<file path="src/design/ultrasonic_ranging_controller_assert.svh">
// Assertion macros for the ultrasonic ranging controller.
// Clocked on i_clk, disabled while i_rst_n is low; no other dependencies.
`ifndef ULTRASONIC_RANGING_CONTROLLER_ASSERT_SVH
`define ULTRASONIC_RANGING_CONTROLLER_ASSERT_SVH

// Consequent must hold in the same cycle as the antecedent.
`define URC_ASSERT_SAME(label, ante, cons, msg) \
    label: assert property (@(posedge i_clk) disable iff (!i_rst_n) (ante) |-> (cons)) \
        else $error(msg);

// Consequent must hold in the cycle after the antecedent.
`define URC_ASSERT_NEXT(label, ante, cons, msg) \
    label: assert property (@(posedge i_clk) disable iff (!i_rst_n) (ante) |=> (cons)) \
        else $error(msg);

`endif

</file>
<file path="src/design/urc_pkg.sv">
// Shared types and constants of the ultrasonic ranging controller.
// No dependencies; used by every module of the block.
`timescale 1ns / 1ps

package urc_pkg;

    localparam int PRESCALE_W = 10;
    localparam logic [PRESCALE_W-1:0] TICKS_PER_MS = 10'd1000;

    localparam logic [3:0] TRIG_LOW_US  = 4'd2;
    localparam logic [3:0] TRIG_HIGH_US = 4'd10;

    localparam logic [15:0] MS_MAX  = 16'hFFFF;
    localparam logic [23:0] DUR_MAX = 24'hFFFFFF;

    localparam logic [15:0] PING_INTERVAL_RST = 16'd60;
    localparam logic [15:0] ECHO_TIMEOUT_RST  = 16'd30;

    localparam logic [1:0] CFG_PING_INTERVAL = 2'd0;
    localparam logic [1:0] CFG_ECHO_TIMEOUT  = 2'd1;

    // duration * 17 / 1000 reaches 65536 from this duration on
    localparam logic [23:0] DUR_SAT_LIMIT = 24'd3855059;
    // ceil(2^30 / 125): exact quotient by 125 for operands below 2^23
    localparam logic [23:0] DIV125_MUL = 24'd8589935;
    localparam int DIV125_SHIFT = 30;

    typedef enum logic [3:0] {
        MODE_IDLE      = 4'b0001,
        MODE_TRIG_LOW  = 4'b0010,
        MODE_TRIG_HIGH = 4'b0100,
        MODE_WAIT      = 4'b1000
    } t_mode;

    typedef struct packed {
        logic        trigger_level;
        logic        distance_valid;
        logic [15:0] distance_cm;
        logic        waiting_echo;
        logic        timed_out;
    } t_result;

endpackage

</file>
<file path="src/design/urc_range_calc.sv">
// Echo duration to distance conversion: duration * 17 / 1000, saturated to 16 bits.
// Depends on urc_pkg for the reciprocal constants.
`timescale 1ns / 1ps

module urc_range_calc (
    input  logic [23:0] i_duration_us,
    output logic [15:0] o_distance_cm
);

    logic [26:0] w_scaled;
    logic [22:0] w_eighth;
    logic [46:0] w_product;

    // times 17 by shift-add, then /8 by shift and /125 by reciprocal
    assign w_scaled  = {1'b0, i_duration_us[21:0], 4'b0000} + {5'b00000, i_duration_us[21:0]};
    assign w_eighth  = w_scaled[25:3];
    assign w_product = {24'd0, w_eighth} * {23'd0, urc_pkg::DIV125_MUL};

    always_comb begin
        if (i_duration_us >= urc_pkg::DUR_SAT_LIMIT) begin
            o_distance_cm = 16'hFFFF;
        end else begin
            o_distance_cm = w_product[urc_pkg::DIV125_SHIFT +: 16];
        end
    end

endmodule

</file>
<file path="src/design/urc_core.sv">
// Ranging state: millisecond time base, trigger sequencer, echo timing, timeout.
// Depends on urc_pkg, urc_range_calc and the assertion macro header.
`timescale 1ns / 1ps
`include "ultrasonic_ranging_controller_assert.svh"

module urc_core (
    input  logic             i_clk,
    input  logic             i_rst_n,
    input  logic             i_cfg_we,
    input  logic [1:0]       i_cfg_index,
    input  logic [15:0]      i_cfg_data,
    input  logic             i_accept,
    input  logic             i_echo_level,
    output urc_pkg::t_result o_result
);

    urc_pkg::t_mode                  r_mode,    n_mode;
    logic [urc_pkg::PRESCALE_W-1:0]  r_pre,     n_pre;
    logic [15:0]                     r_ms,      n_ms;
    logic [3:0]                      r_pc,      n_pc;
    logic                            r_prev,    n_prev;
    logic                            r_started, n_started;
    logic [23:0]                     r_dur,     n_dur;
    logic [15:0]                     r_ping_ms;
    logic [15:0]                     r_tmo_ms;

    logic [15:0] w_calc_cm;

    logic        w_in_trig_low;
    logic        w_trig_phase;
    logic [43:0] w_state;
    logic        w_no_report;

    urc_range_calc u_calc (
        .i_duration_us (r_dur),
        .o_distance_cm (w_calc_cm)
    );

    always_comb begin
        n_mode    = r_mode;
        n_pc      = r_pc;
        n_started = r_started;
        n_dur     = r_dur;
        n_ms      = r_ms;
        o_result  = '0;

        // advance the millisecond time base
        n_pre = r_pre + 1'b1;
        if (n_pre >= urc_pkg::TICKS_PER_MS) begin
            n_pre = '0;
            if (r_ms != urc_pkg::MS_MAX) begin
                n_ms = r_ms + 16'd1;
            end
        end

        // abandon the wait
        if (r_mode == urc_pkg::MODE_WAIT && n_ms > r_tmo_ms) begin
            n_mode             = urc_pkg::MODE_IDLE;
            n_started          = 1'b0;
            o_result.timed_out = 1'b1;
        end

        // echo edges
        if (i_echo_level && !r_prev) begin
            n_started = 1'b1;
            n_dur     = 24'd1;
        end else if (i_echo_level) begin
            if (n_started && r_dur != urc_pkg::DUR_MAX) begin
                n_dur = r_dur + 24'd1;
            end
        end else if (r_prev && n_started) begin
            o_result.distance_valid = 1'b1;
            o_result.distance_cm    = w_calc_cm;
            n_started               = 1'b0;
            if (n_mode == urc_pkg::MODE_WAIT) begin
                n_mode = urc_pkg::MODE_IDLE;
            end
        end
        n_prev = i_echo_level;

        // trigger pulse and new ping
        case (n_mode)
            urc_pkg::MODE_TRIG_LOW: begin
                n_pc = r_pc + 4'd1;
                if (n_pc >= urc_pkg::TRIG_LOW_US) begin
                    n_mode = urc_pkg::MODE_TRIG_HIGH;
                    n_pc   = '0;
                end
            end
            urc_pkg::MODE_TRIG_HIGH: begin
                o_result.trigger_level = 1'b1;
                n_pc = r_pc + 4'd1;
                if (n_pc >= urc_pkg::TRIG_HIGH_US) begin
                    n_mode = urc_pkg::MODE_WAIT;
                    n_pc   = '0;
                end
            end
            urc_pkg::MODE_IDLE: begin
                if (n_ms > r_ping_ms) begin
                    n_ms   = '0;
                    n_pre  = '0;
                    n_mode = urc_pkg::MODE_TRIG_LOW;
                    n_pc   = 4'd1;
                end
            end
            default: begin
            end
        endcase

        o_result.waiting_echo = (n_mode != urc_pkg::MODE_IDLE);
    end

    always_ff @(posedge i_clk) begin
        if (!i_rst_n) begin
            r_mode    <= urc_pkg::MODE_IDLE;
            r_pre     <= '0;
            r_ms      <= '0;
            r_pc      <= '0;
            r_prev    <= 1'b0;
            r_started <= 1'b0;
            r_dur     <= '0;
        end else if (i_accept) begin
            r_mode    <= n_mode;
            r_pre     <= n_pre;
            r_ms      <= n_ms;
            r_pc      <= n_pc;
            r_prev    <= n_prev;
            r_started <= n_started;
            r_dur     <= n_dur;
        end
    end

    always_ff @(posedge i_clk) begin
        if (!i_rst_n) begin
            r_ping_ms <= urc_pkg::PING_INTERVAL_RST;
            r_tmo_ms  <= urc_pkg::ECHO_TIMEOUT_RST;
        end else if (i_cfg_we) begin
            if (i_cfg_index == urc_pkg::CFG_PING_INTERVAL) begin
                r_ping_ms <= i_cfg_data;
            end else if (i_cfg_index == urc_pkg::CFG_ECHO_TIMEOUT) begin
                r_tmo_ms <= i_cfg_data;
            end
        end
    end

    assign w_in_trig_low = i_accept && r_mode == urc_pkg::MODE_TRIG_LOW;
    assign w_trig_phase  = r_mode == urc_pkg::MODE_TRIG_LOW || r_mode == urc_pkg::MODE_TRIG_HIGH;
    assign w_state       = {r_mode, r_dur, r_ms};
    assign w_no_report   = !r_started || o_result.distance_valid == 1'b0;

    `URC_ASSERT_SAME(a_pre_range, 1'b1, r_pre < urc_pkg::TICKS_PER_MS, "prescaler out of range")
    `URC_ASSERT_NEXT(a_low_to_high, w_in_trig_low, w_trig_phase, "trigger low phase left wrongly")
    `URC_ASSERT_NEXT(a_hold_idle, !i_accept, $stable(w_state), "state moved without a transfer")
    `URC_ASSERT_SAME(a_report_idle, o_result.timed_out, w_no_report, "report on a timeout tick")

endmodule

</file>
<file path="src/design/urc_out_buf.sv">
// Result register with a skid stage between the core and the output channel.
// Depends on urc_pkg for the result type.
`timescale 1ns / 1ps

module urc_out_buf (
    input  logic             i_clk,
    input  logic             i_rst_n,
    input  logic             i_accept,
    input  urc_pkg::t_result i_result,
    input  logic             i_out_stall,
    output logic             o_full,
    output logic             o_out_valid,
    output urc_pkg::t_result o_out
);

    logic             r_out_valid;
    logic             r_skid_valid;
    urc_pkg::t_result r_out;
    urc_pkg::t_result r_skid;
    logic             w_free;

    assign w_free = !r_out_valid || !i_out_stall;

    always_ff @(posedge i_clk) begin
        if (!i_rst_n) begin
            r_out_valid  <= 1'b0;
            r_skid_valid <= 1'b0;
        end else if (w_free) begin
            if (r_skid_valid) begin
                r_out_valid  <= 1'b1;
                r_skid_valid <= 1'b0;
            end else begin
                r_out_valid <= i_accept;
            end
        end else if (i_accept) begin
            r_skid_valid <= 1'b1;
        end
    end

    always_ff @(posedge i_clk) begin
        if (w_free) begin
            if (r_skid_valid) begin
                r_out <= r_skid;
            end else if (i_accept) begin
                r_out <= i_result;
            end
        end else if (i_accept) begin
            r_skid <= i_result;
        end
    end

    assign o_full      = r_skid_valid;
    assign o_out_valid = r_out_valid;
    assign o_out       = r_out;

endmodule

</file>
<file path="src/design/ultrasonic_ranging_controller.sv">
// Ultrasonic echo ranging controller: one transfer on the input channel is one
// microsecond tick with the sampled echo level, and each tick yields exactly one
// result transfer. A tick is taken every clock cycle; results pass through a
// result register and a one-entry skid stage, so input stalls only once two
// results wait downstream. The whole tick is resolved combinationally, the
// distance by a shift-add and one reciprocal multiply. Ping interval and echo
// timeout are set through the write port, index 0 and 1.
`timescale 1ns / 1ps

module ultrasonic_ranging_controller (
    input  logic        i_clk,
    input  logic        i_rst_n,
    input  logic        i_cfg_we,
    input  logic [1:0]  i_cfg_index,
    input  logic [15:0] i_cfg_data,
    input  logic        i_valid,
    output logic        o_stall,
    input  logic        i_echo_level,
    output logic        o_valid,
    input  logic        i_stall,
    output logic        o_trigger_level,
    output logic        o_distance_valid,
    output logic [15:0] o_distance_cm,
    output logic        o_waiting_echo,
    output logic        o_timed_out
);

    logic             w_accept;
    logic             w_full;
    urc_pkg::t_result w_result;
    urc_pkg::t_result w_out;

    assign w_accept = i_valid && !w_full;
    assign o_stall  = w_full;

    urc_core u_core (
        .i_clk        (i_clk),
        .i_rst_n      (i_rst_n),
        .i_cfg_we     (i_cfg_we),
        .i_cfg_index  (i_cfg_index),
        .i_cfg_data   (i_cfg_data),
        .i_accept     (w_accept),
        .i_echo_level (i_echo_level),
        .o_result     (w_result)
    );

    urc_out_buf u_out_buf (
        .i_clk       (i_clk),
        .i_rst_n     (i_rst_n),
        .i_accept    (w_accept),
        .i_result    (w_result),
        .i_out_stall (i_stall),
        .o_full      (w_full),
        .o_out_valid (o_valid),
        .o_out       (w_out)
    );

    assign o_trigger_level  = w_out.trigger_level;
    assign o_distance_valid = w_out.distance_valid;
    assign o_distance_cm    = w_out.distance_cm;
    assign o_waiting_echo   = w_out.waiting_echo;
    assign o_timed_out      = w_out.timed_out;

endmodule

</file>
<file path="config.mk">
export PLATFORM = sky130hd
export DESIGN_NAME = ultrasonic_ranging_controller
export DESIGN_NICKNAME = d
export VERILOG_FILES = /design/src/design/urc_pkg.sv /design/src/design/urc_range_calc.sv /design/src/design/urc_core.sv /design/src/design/urc_out_buf.sv /design/src/design/ultrasonic_ranging_controller.sv
export VERILOG_INCLUDE_DIRS = /design/src /design/src/design
export SDC_FILE = /design/constraint.sdc
export NUM_CORES = 1
export LEC_CHECK = 0
export ABC_CLOCK_PERIOD_IN_PS = 19850
export BUFFER_PORTS_ARGS = -buffer_cell sky130_fd_sc_hd__buf_2
export CORE_ASPECT_RATIO = 0.9
export CORE_MARGIN = 2
export CORE_UTILIZATION = 46
export DETAILED_ROUTE_END_ITERATION = 10
export RECOVER_POWER = 100
export SLEW_MARGIN = 0
export SYNTH_ARGS = -nofsm -noshare
export SYNTH_HDL_FRONTEND = slang
export SYNTH_SLANG_ARGS = --single-unit
</file>
<file path="constraint.sdc">
create_clock -name i_clk -period 19.85 [get_ports i_clk]
set_input_delay 0.9925 -clock i_clk [delete_from_list [all_inputs] [get_ports i_clk]]
set_output_delay 0.9925 -clock i_clk [all_outputs]
set_load 0.02 [all_outputs]
</file>
==> results of run 1 <==
==> Yosys cell counts, types with 4 or more instances <==
cell type and instances:
inv_1 358, ha_1 292, nand2_1 170, fa_1 155, dfxtp_1 94, a21oi_1 88, nor2_1 64, o21ai_0 57
clkbuf_1 46, nand3_1 46, edfxtp_1 40, a21boi_0 38, xnor2_1 36, a21o_1 29, nand4_1 20, nor3_1 20
o211ai_1 18, or3_1 18, nor2b_1 17, a211oi_1 16, nand2b_1 15, and2_1 13, and3_1 13, o21a_1 13
o31ai_1 13, xor2_1 13, a31o_2 10, o21bai_1 10, or4_1 10, nor4_1 8, nand3b_1 7, a22oi_1 6
mux2_2 6, nand4b_1 6, nor3b_1 6, or2_2 6, a31oi_1 5, a21boi_1 4, a311oi_1 4, and4_1 4
mux2i_1 4, o221ai_1 4
==> worst max-delay path, delay by kind of cell, from the launching register on <==
family,cells,cell delay [ps]
buf+inv,6,510
mux,1,310
simple gates,7,1250
flops,1,450
fa+ha+maj,10,4400
xor+xnor,1,540
compound gates,9,2960
==> power by group <==
group           total, W  internal, W  leakage (nW)  switching, W
Sequential      0.000291     0.000288          1.15    0.00000347
Combinational  0.0000497    0.0000163          7.45     0.0000334
Clock           0.000312     0.000169         0.279      0.000142
Total           0.000653     0.000473          8.89      0.000179
==> sequential cells by signal, indices dropped and copies added (netlist names) <==
| name | cells |
|---|---|
| u_core.r_pc | 4 |
| u_core.r_ping_ms | 16 |
| u_core.r_tmo_ms | 16 |
| u_core.r_ms | 16 |
| u_out_buf.o_out | 20 |
| u_core.r_pre | 10 |
| u_core.r_started | 1 |
| u_core.r_mode | 4 |
| u_core.r_dur | 24 |
| u_out_buf.r_skid | 20 |
| u_out_buf.o_out_valid | 1 |
| u_out_buf.o_full | 1 |
| u_core.r_prev | 1 |
==> through the flow <==
stage	power, W	cell area [um^2]	instances	setup slack (ps)	hold WS (ps)
3_3_place_gp	0.0003477	17260	2330	9568	454.5
6_report	0.0006525	17730	2363	9168	465.2
3_5_place_dp	0.0003486	17260	2330	9351	459.0
4_1_cts	0.0006595	17830	2362	9296	468.2
5_1_grt	0.0006771	17730	2362	8668	490.7
2_1_floorplan	0.0003311	16450	1844	10930	443.5
==> routing by layer <==
layer	up-vias	global-route usage [%]
met5	-	0
met1	6041	29.37
met3	34	2.499
met4	0	4.759
li1	6275	-
met2	170	35.58
==> area by class of cell <==
| cell class | instances | area (um^2) |
|---|---|---|
| Fill cell | 3381 | 17400 |
| Multi-Input combinational cell | 1303 | 11820 |
| Sequential cell | 134 | 3083 |
| Inverter | 359 | 1348 |
| Tap cell | 469 | 586.8 |
| Clock buffer | 18 | 439.2 |
| Timing Repair Buffer | 65 | 320.3 |
| Clock inverter | 14 | 135.1 |
| Antenna cell | 1 | 2.502 |
==> kinds of logic (layout without fill, tap and decap cells) <==
family / Yosys count / count (layout)
simple gates: 452 / 452
fa+ha+maj: 447 / 447
buf+inv: 407 / 456
compound gates: 344 / 344
flops: 134 / 134
xor+xnor: 50 / 50
mux: 10 / 10
other cells: 0 / 1
==> path summary, 6_finish.rpt <==
path,endpoint,slack (ps),start
hold reg to reg,u_core.r_ping_ms[6],470,u_core.r_ping_ms[6]
setup reg to reg,u_out_buf.o_out[8],9170,u_core.r_dur[10]
setup / recovery,u_out_buf.o_out[8],9170,u_core.r_dur[10]
hold / removal,u_core.r_ping_ms[6],470,u_core.r_ping_ms[6]
==> flow_summary.toml, run 1 <==
[status]
status = "finished, violations left"
violations = "capacitance limit, slew limit"

[drt]
dr_wl_met2_mm = 18.05
drtAntennaViolNets = 0
routed-wl-met3_um = 977
routedWlPerCell_um = 16.15
vias_per_cell = 5.298
drt_first_pass_iters = 5
highest_layer = "met4"
wl_met1_mm = 18.53
drtIter0Drc = 713
wl_mm = 38.17
vias = 12520
drcViolationCount = 0

[floorplan]
ios = 46
floorplan.initialDensity_pct = 46.83
die_w_um = 203.3
core-area_mm2 = 0.03513
placement_rows = 65
die_height_um = 183.4
die_area_mm2 = 0.03730

[cells_and_area]
drive_gt1_share_pct = 5.018
utilization_pct = 50.46
num-nets-final = 2351
final_common_cell = "inv_1"
final_cell_mix = "inv_1 (358), ha_1 (292), nand2_1 (170)"
areaGrowthSynthToFinish_pct = 7.765

[setup_path]
worstSetupPathType = "flip-flop to flip-flop"
endpoint_kind = "flip-flop"
required_ps = 20030
reg2reg_depth = 34
cp_slowest_cell = "o41ai_1"
startpoint_type = "flip-flop"
slowest_delay_ps = 830
crit_path_max_fanout = 7
critPathArrivalTime_ps = 10860

[sta]
fmax_ghz = 0.09362
maxSlewViolCount = 86
slew_headroom_pct = -53.75
hold_viol = 0
tightestPinTransition_ps = 2301
finalCritPeriodShare_pct = 53.81
fin_skew_ps = 19.15
setup-violations-final = 0
period_needed_ps = 10680
fin_setup_tns_ps = 0
rsz0062_at_grt = "false"

[yosys]
synth_fa_ha_area_share_pct = 41.07
ys_ff_latch = 134
yosysWarningCount = 0
synth_xor_area_share_pct = 2.753
syn_area_per_cell_um2 = 8.922
async_flop_share_pct = 0
synth.cell_area_mm2 = 0.01645
ys_dominant_reg_cell = "dfxtp_1"
synth_top_cell_area_share_pct = 22.21
synth_compound_area_share_pct = 13.94
syn_nets = 2315
synth_cell_types = 73
synth_top_family_by_area = "adder cells"
synth-simple-area-share_pct = 13.55
synthMuxAreaShare_pct = 0.6540
synth_edf_count = 40
syn_inst = 1844
yosysTopAreaCell = "ha_1"
synthTopCellsByArea = "ha_1 (22%), fa_1 (19%), dfxtp_1 (11%), inv_1 (8.2%), edfxtp_1 (7.3%)"
ys_seq_area_share_pct = 18.74

[worst_hold_path]
worstHoldPathCells = 2
hold_path.class = "flip-flop to flip-flop"

[cts]
cts_root_buffer = "clkbuf_16"
clock_sinks = 134
clock_path_buffers = 2
clk_latency_ps = 440
cts-resized-gates = 0
postCtsHoldBufs = 0
clk_pin_slew_ps = 80
cts_setup_buffers = 0
tritoncts = "done"
cts-buffers-inserted = 17
cts_max_level = 4

[job]
max-cap-violations = 3

[global_routing]
grt_remaining_overflow = 0
grt_max_degree = 93
grt_usage_pct = 21.20
grt_pass1_vias = 12380
grt_first_pass_wirelength_mm = 63.47
antenna_found_initial = 2

[place]
post-dp-hpwl_mm = 31.21
io_buffer_count = 45
gp_congestion = 0.8914

[pwr]
p_per_area_mw_per_mm2 = 36.80
peakVddDrop_mv = 0.05871
power_leakage_nw = 8.886
Power figures use the tool's default switching activity.
==> run 2: changes to the inputs <==
ABC_CLOCK_PERIOD_IN_PS = 11100   (was 19850)
clock period = 11.1 ns   (was 19.85 ns; I/O delays follow)
==> flow_summary.toml, run 2 (synthesis gave the netlist of run 1 again) <==
[cells_and_area]
largest_reg_flops = 24
areaGrowthSynthToFinish_pct = 8.183
final_cell_mix = "inv_1 (358), ha_1 (292), nand2_1 (170)"
drive_gt1_share_pct = 5.313
stdcell_area_mm2 = 0.01780
final-instance-count-excl-fill = 2370
largest-register = "u_core.r_dur"
num-nets-final = 2359
antenna_cells = 0
final_common_cell = "inv_1"
fillers = 3398

[job]
max-cap-violations = 4

[global_routing]
grt_first_pass_wirelength_mm = 64.54
grt_remaining_overflow = 0
grt_usage_pct = 21.63
grt_max_degree = 93
antenna_found_initial = 0
grt_pass1_vias = 12640

[setup_path]
critical-path-top-delay-family = "adder cells"
slowest_delay_ps = 740
critPathArrivalTime_ps = 10400
crit_path_max_fanout = 6
worstSetupPathType = "flip-flop to flip-flop"
reg2reg_depth = 34
crit_path_frequent_cell = "fa_1"
rrSetupSlack_ps = 880
reg2reg_to = "u_out_buf.o_out[8]"
startpoint_type = "flip-flop"
endpoint_kind = "flip-flop"
required_ps = 11280
cp_slowest_cell = "o41ai_1"
path_buf_inv = 4
rr_startpoint = "u_core.r_dur[0]"

[pwr]
peakVddDrop_mv = 0.09618
p_total_w = 0.001182
power_leakage_nw = 8.931
p_per_area_mw_per_mm2 = 66.43

[drt]
drt_first_pass_iters = 5
drtIter0Drc = 697
vias = 12440
drcViolationCount = 0
wl_mm = 38.69
routedWlPerCell_um = 16.32
vias_per_cell = 5.249
drtAntennaViolNets = 0

[worst_hold_path]
min_to = "u_core.r_ping_ms[8]"
hold_path.class = "input port to flip-flop"
worstHoldPathCells = 3
min_from = "i_cfg_data[8]"

[cts]
clock_sinks = 134
clk_latency_ps = 440
postCtsHoldBufs = 0
cts_max_level = 4
cts_root_buffer = "clkbuf_16"
clk_pin_slew_ps = 70
tritoncts = "done"
cts-buffers-inserted = 17
cts-resized-gates = 0
cts_setup_buffers = 0
clock_path_buffers = 2

[floorplan]
die_w_um = 203.3
die_height_um = 183.4
placement_rows = 65
ios = 46
core-area_mm2 = 0.03513
floorplan.initialDensity_pct = 46.83
die_area_mm2 = 0.03730

[sta]
slew_headroom_pct = -56.84
maxSlewViolCount = 108
rsz0062_at_grt = "false"
setup-violations-final = 0
fin_skew_ps = 18.05
whs_ps = 385.9
fin_setup_tns_ps = 0
hold_viol = 0
fmax_ghz = 0.09789
tightestPinTransition_ps = 2348
finalCritPeriodShare_pct = 92.03
period_needed_ps = 10220

[place]
dp.cells = 2338
gp_congestion = 0.8504
post-dp-hpwl_mm = 31.64
io_buffer_count = 45
dpl-instance-area_mm2 = 0.01732

[status]
violations = "capacitance limit, slew limit"
status = "finished, violations left"
[run 2: per-stage QoR]
stage	worst slack, ps	utilization [%]
global placement	1267	49.29
finish	884.7	50.66
detailed placement	984.1	49.29
global route	259.9	50.66
floorplan	2184	-
CTS	904.6	50.98
[run 2: where the power goes]
| group | total, W | internal (W) | switching (W) | leakage [nW] |
|---|---|---|---|---|
| clock network | 0.000573 | 0.000328 | 0.000245 | 0.283 |
| registers | 0.000521 | 0.000515 | 0.00000590 | 1.15 |
| logic | 0.0000887 | 0.0000288 | 0.0000599 | 7.49 |
| total | 0.00118 | 0.000872 | 0.000311 | 8.93 |
[run 2: area by class of cell]
class,instances,area [um^2],area share (%)
inverters,359,1348,7.571
clock inverters,13,140.1,0.7873
repair buffers,73,380.4,2.137
well taps,469,586.8,3.297
clock buffers,19,454.2,2.552
flip-flops and latches,134,3083,17.32
multi-input cells,1303,11810,66.33
[run 2: per-layer routing]
layer	routed length (um)	share of wire, %	vias to the layer above	track usage, %
met5	0	0	-	0
met1	18910	49	5934	29.40
li1	-	-	6302	-
met4	477	1.2	0	4.058
met2	18170	47	174	36.68
met3	1130	2.9	31	3.403
[run 2: worst max path at each step]
| stage | from | cells past startpoint | endpoint | slack [ps] |
|---|---|---|---|---|
| after detailed placement | u_core.r_dur[0] | 36 | u_out_buf.o_out[17] | 980 |
| after global routing | u_core.r_dur[0] | 35 | u_out_buf.r_skid[12] | 260 |
| after CTS | u_core.r_dur[0] | 36 | u_out_buf.o_out[17] | 900 |
| final | u_core.r_dur[0] | 34 | u_out_buf.o_out[8] | 880 |
| after global placement | u_core.r_dur[0] | 36 | u_out_buf.o_out[17] | 1270 |
| after floorplan | u_core.r_dur[10] | 35 | u_out_buf.o_out[17] | 2180 |
[run 2: worst reg2reg max path: cells and delay by family, from the launching register on]
kind | cells | cell delay (ps)
and+or+nand+nor | 9 | 1450
muxes | 2 | 690
AOI/OAI and AO/OA | 8 | 2550
xor gates and xnor gates | 1 | 450
adders and majority gates | 10 | 4200
DFF | 1 | 410
buffers and inverters | 4 | 230
==> run 3: changes to the inputs <==
ABC_AREA = 1   (was not set)
PLACE_DENSITY_LB_ADDON = 0.15   (was not set)
SETUP_SLACK_MARGIN = 0.5   (was not set)
==> flow_summary.toml, run 3 <==
[yosys]
syn_inst = 2262
synthTopCellsByArea = "ha_1 (21%), fa_1 (18%), dfxtp_1 (11%), inv_1 (11%), nand2_1 (8.0%)"
synth.cell_area_mm2 = 0.01759
async_flop_share_pct = 0
synth_cell_types = 56
synthTopCellsByCount = "inv_1 (493), nand2_1 (377), ha_1 (292)"
ys_seq_area_share_pct = 17.52
synth_top_cell_area_share_pct = 20.77
yosysMostFrequentCell = "inv_1"
ys_ff_latch = 134
synth_edf_count = 40
ys_dominant_reg_cell = "dfxtp_1"
syn_nets = 2733
yosysTopAreaCell = "ha_1"
yosysWarningCount = 0
syn_area_per_cell_um2 = 7.778

[cells_and_area]
largest-register = "u_core.r_dur"
final_common_cell = "inv_1"
final-seq-area_mm2 = 0.003083
final_cell_mix = "inv_1 (495), nand2_1 (381), ha_1 (292)"
largest_reg_flops = 24
stdcell_area_mm2 = 0.01878
num-nets-final = 2776
fillers = 3798
antenna_cells = 0
drive_gt1_share_pct = 4.877
areaGrowthSynthToFinish_pct = 6.742
multiInputGateArea_mm2 = 0.01235

[floorplan]
placement_rows = 67
die_w_um = 210.1
floorplan.initialDensity_pct = 46.95
ios = 46
die_area_mm2 = 0.03983
die_height_um = 189.5
core-area_mm2 = 0.03747

[cts]
cts_setup_buffers = 0
clk_latency_ps = 440
clock_path_buffers = 2
cts_max_level = 4
cts-buffers-inserted = 17
cts-resized-gates = 0
postCtsHoldBufs = 0
cts_root_buffer = "clkbuf_16"
tritoncts = "done"
clock_sinks = 134
clk_pin_slew_ps = 70

[status]
status = "finished, violations left"
violations = "capacitance limit, slew limit"

[sta]
maxSlewViolCount = 137
fin_setup_tns_ps = 0
hold_viol = 0
finalCritPeriodShare_pct = 79.58
rsz0062_at_grt = "false"
fmax_ghz = 0.1132
period_needed_ps = 8833
slew_headroom_pct = -39.12
tightestPinTransition_ps = 2087
setup-violations-final = 0
fin_skew_ps = 18.13

[drt]
drtAntennaViolNets = 0
drcViolationCount = 0
vias_per_cell = 5.224
drtIter0Drc = 875
wl_mm = 45.53
vias = 14630
drt_first_pass_iters = 6
routedWlPerCell_um = 16.26

[setup_path]
cp_slowest_cell = "dfxtp_1"
slowest_delay_ps = 760
worstSetupPathType = "flip-flop to flip-flop"
required_ps = 11290
critPathArrivalTime_ps = 9020
crit_path_frequent_cell = "nand2_1"
endpoint_kind = "flip-flop"
crit_path_max_fanout = 13
startpoint_type = "flip-flop"

[global_routing]
grt_remaining_overflow = 0
grt_first_pass_wirelength_mm = 75.70
grt_pass1_vias = 14730
antenna_found_initial = 0
grt_usage_pct = 24.05
grt_max_degree = 42

[worst_hold_path]
hold_path.class = "input port to flip-flop"

[pwr]
power_leakage_nw = 9.870
p_total_w = 0.001188
peakVddDrop_mv = 0.1020
p_per_area_mw_per_mm2 = 63.23

[place]
dpl-instance-area_mm2 = 0.01836
post-dp-hpwl_mm = 38.57
io_buffer_count = 45
gp_congestion = 0.9550

[job]
max-cap-violations = 4
-- run 3: changes by cell type in the layout (fill, tap and decap cells not counted), moves of 21 or more --
cell      delta
xnor2_1     -25
nand3_1     +34
nand2_1    +211
xor2_1      +21
nor2_1      +87
inv_1      +137
nand4_1     +23
a21oi_1     +57
a21boi_0    -34
o21ai_0     +44
-- run 3: path summary, 6_finish.rpt --
kind | startpoint | cells past startpoint | slack (ps) | to
setup / recovery | u_core.r_dur[3] | 38 | 2270 | u_out_buf.o_out[13]
hold / removal | i_cfg_data[1] | 3 | 340 | u_core.r_tmo_ms[1]
setup reg to reg | u_core.r_dur[3] | 38 | 2270 | u_out_buf.o_out[13]
hold reg to reg | u_core.r_ping_ms[15] | 2 | 460 | u_core.r_ping_ms[15]
-- run 3: area by class of cell --
type	count	area share, %
multi-input combinational	1581	65.74
sequential	134	16.42
inverter	512	10.23
tap	483	3.218
clock buffer	19	2.419
timing repair buffer	59	1.479
clock inverter	12	0.4930
-- run 3: layer usage --
layer / up-vias / share of wire (%) / GRT usage, %
met3: 41 / 4.5 / 3.400
met1: 6949 / 49 / 33.30
li1: 7344 / - / -
met5: - / 0 / 0
met4: 0 / 1.4 / 5.401
met2: 294 / 45 / 39.96
-- run 3: through the flow --
step / cells / worst slack (ps) / util, % / hold slack, ps
finish: 2800 / 2267 / 50.12 / 344.8
CTS: 2800 / 2273 / 50.46 / 320.1
global route: 2800 / 1608 / 50.12 / 353.9
global placement: 2769 / 2566 / 49.00 / 452.0
detailed placement: 2769 / 2312 / 49.00 / 454.2
floorplan: 2262 / 3380 / - / 435.3
-- run 3: logic make-up after synthesis --
kind of cell / count (synthesis) / share of synthesized area, %
and+or+nand+nor: 733 / 18.20
buffers and inverters: 547 / 11.90
adders and majority gates: 447 / 38.40
AOI/OAI and AO/OA: 353 / 11.52
DFF: 134 / 17.52
xor gates and xnor gates: 46 / 2.333
muxes: 2 / 0.1209
-- run 3: worst max-delay path: cells and delay by family (launching register included) --
| family | cells | cell delay [ps] |
|---|---|---|
| xor+xnor | 1 | 730 |
| compound gates | 4 | 750 |
| buf+inv | 7 | 400 |
| simple gates | 17 | 1680 |
| flops | 1 | 760 |
| fa+ha+maj | 9 | 4240 |
-- run 3: power breakdown --
part           switching, W  leakage, nW  internal, W
Combinational     0.0000844         8.46    0.0000383
Sequential       0.00000827         1.15     0.000521
Clock              0.000235        0.266     0.000301
Total              0.000328         9.87     0.000860
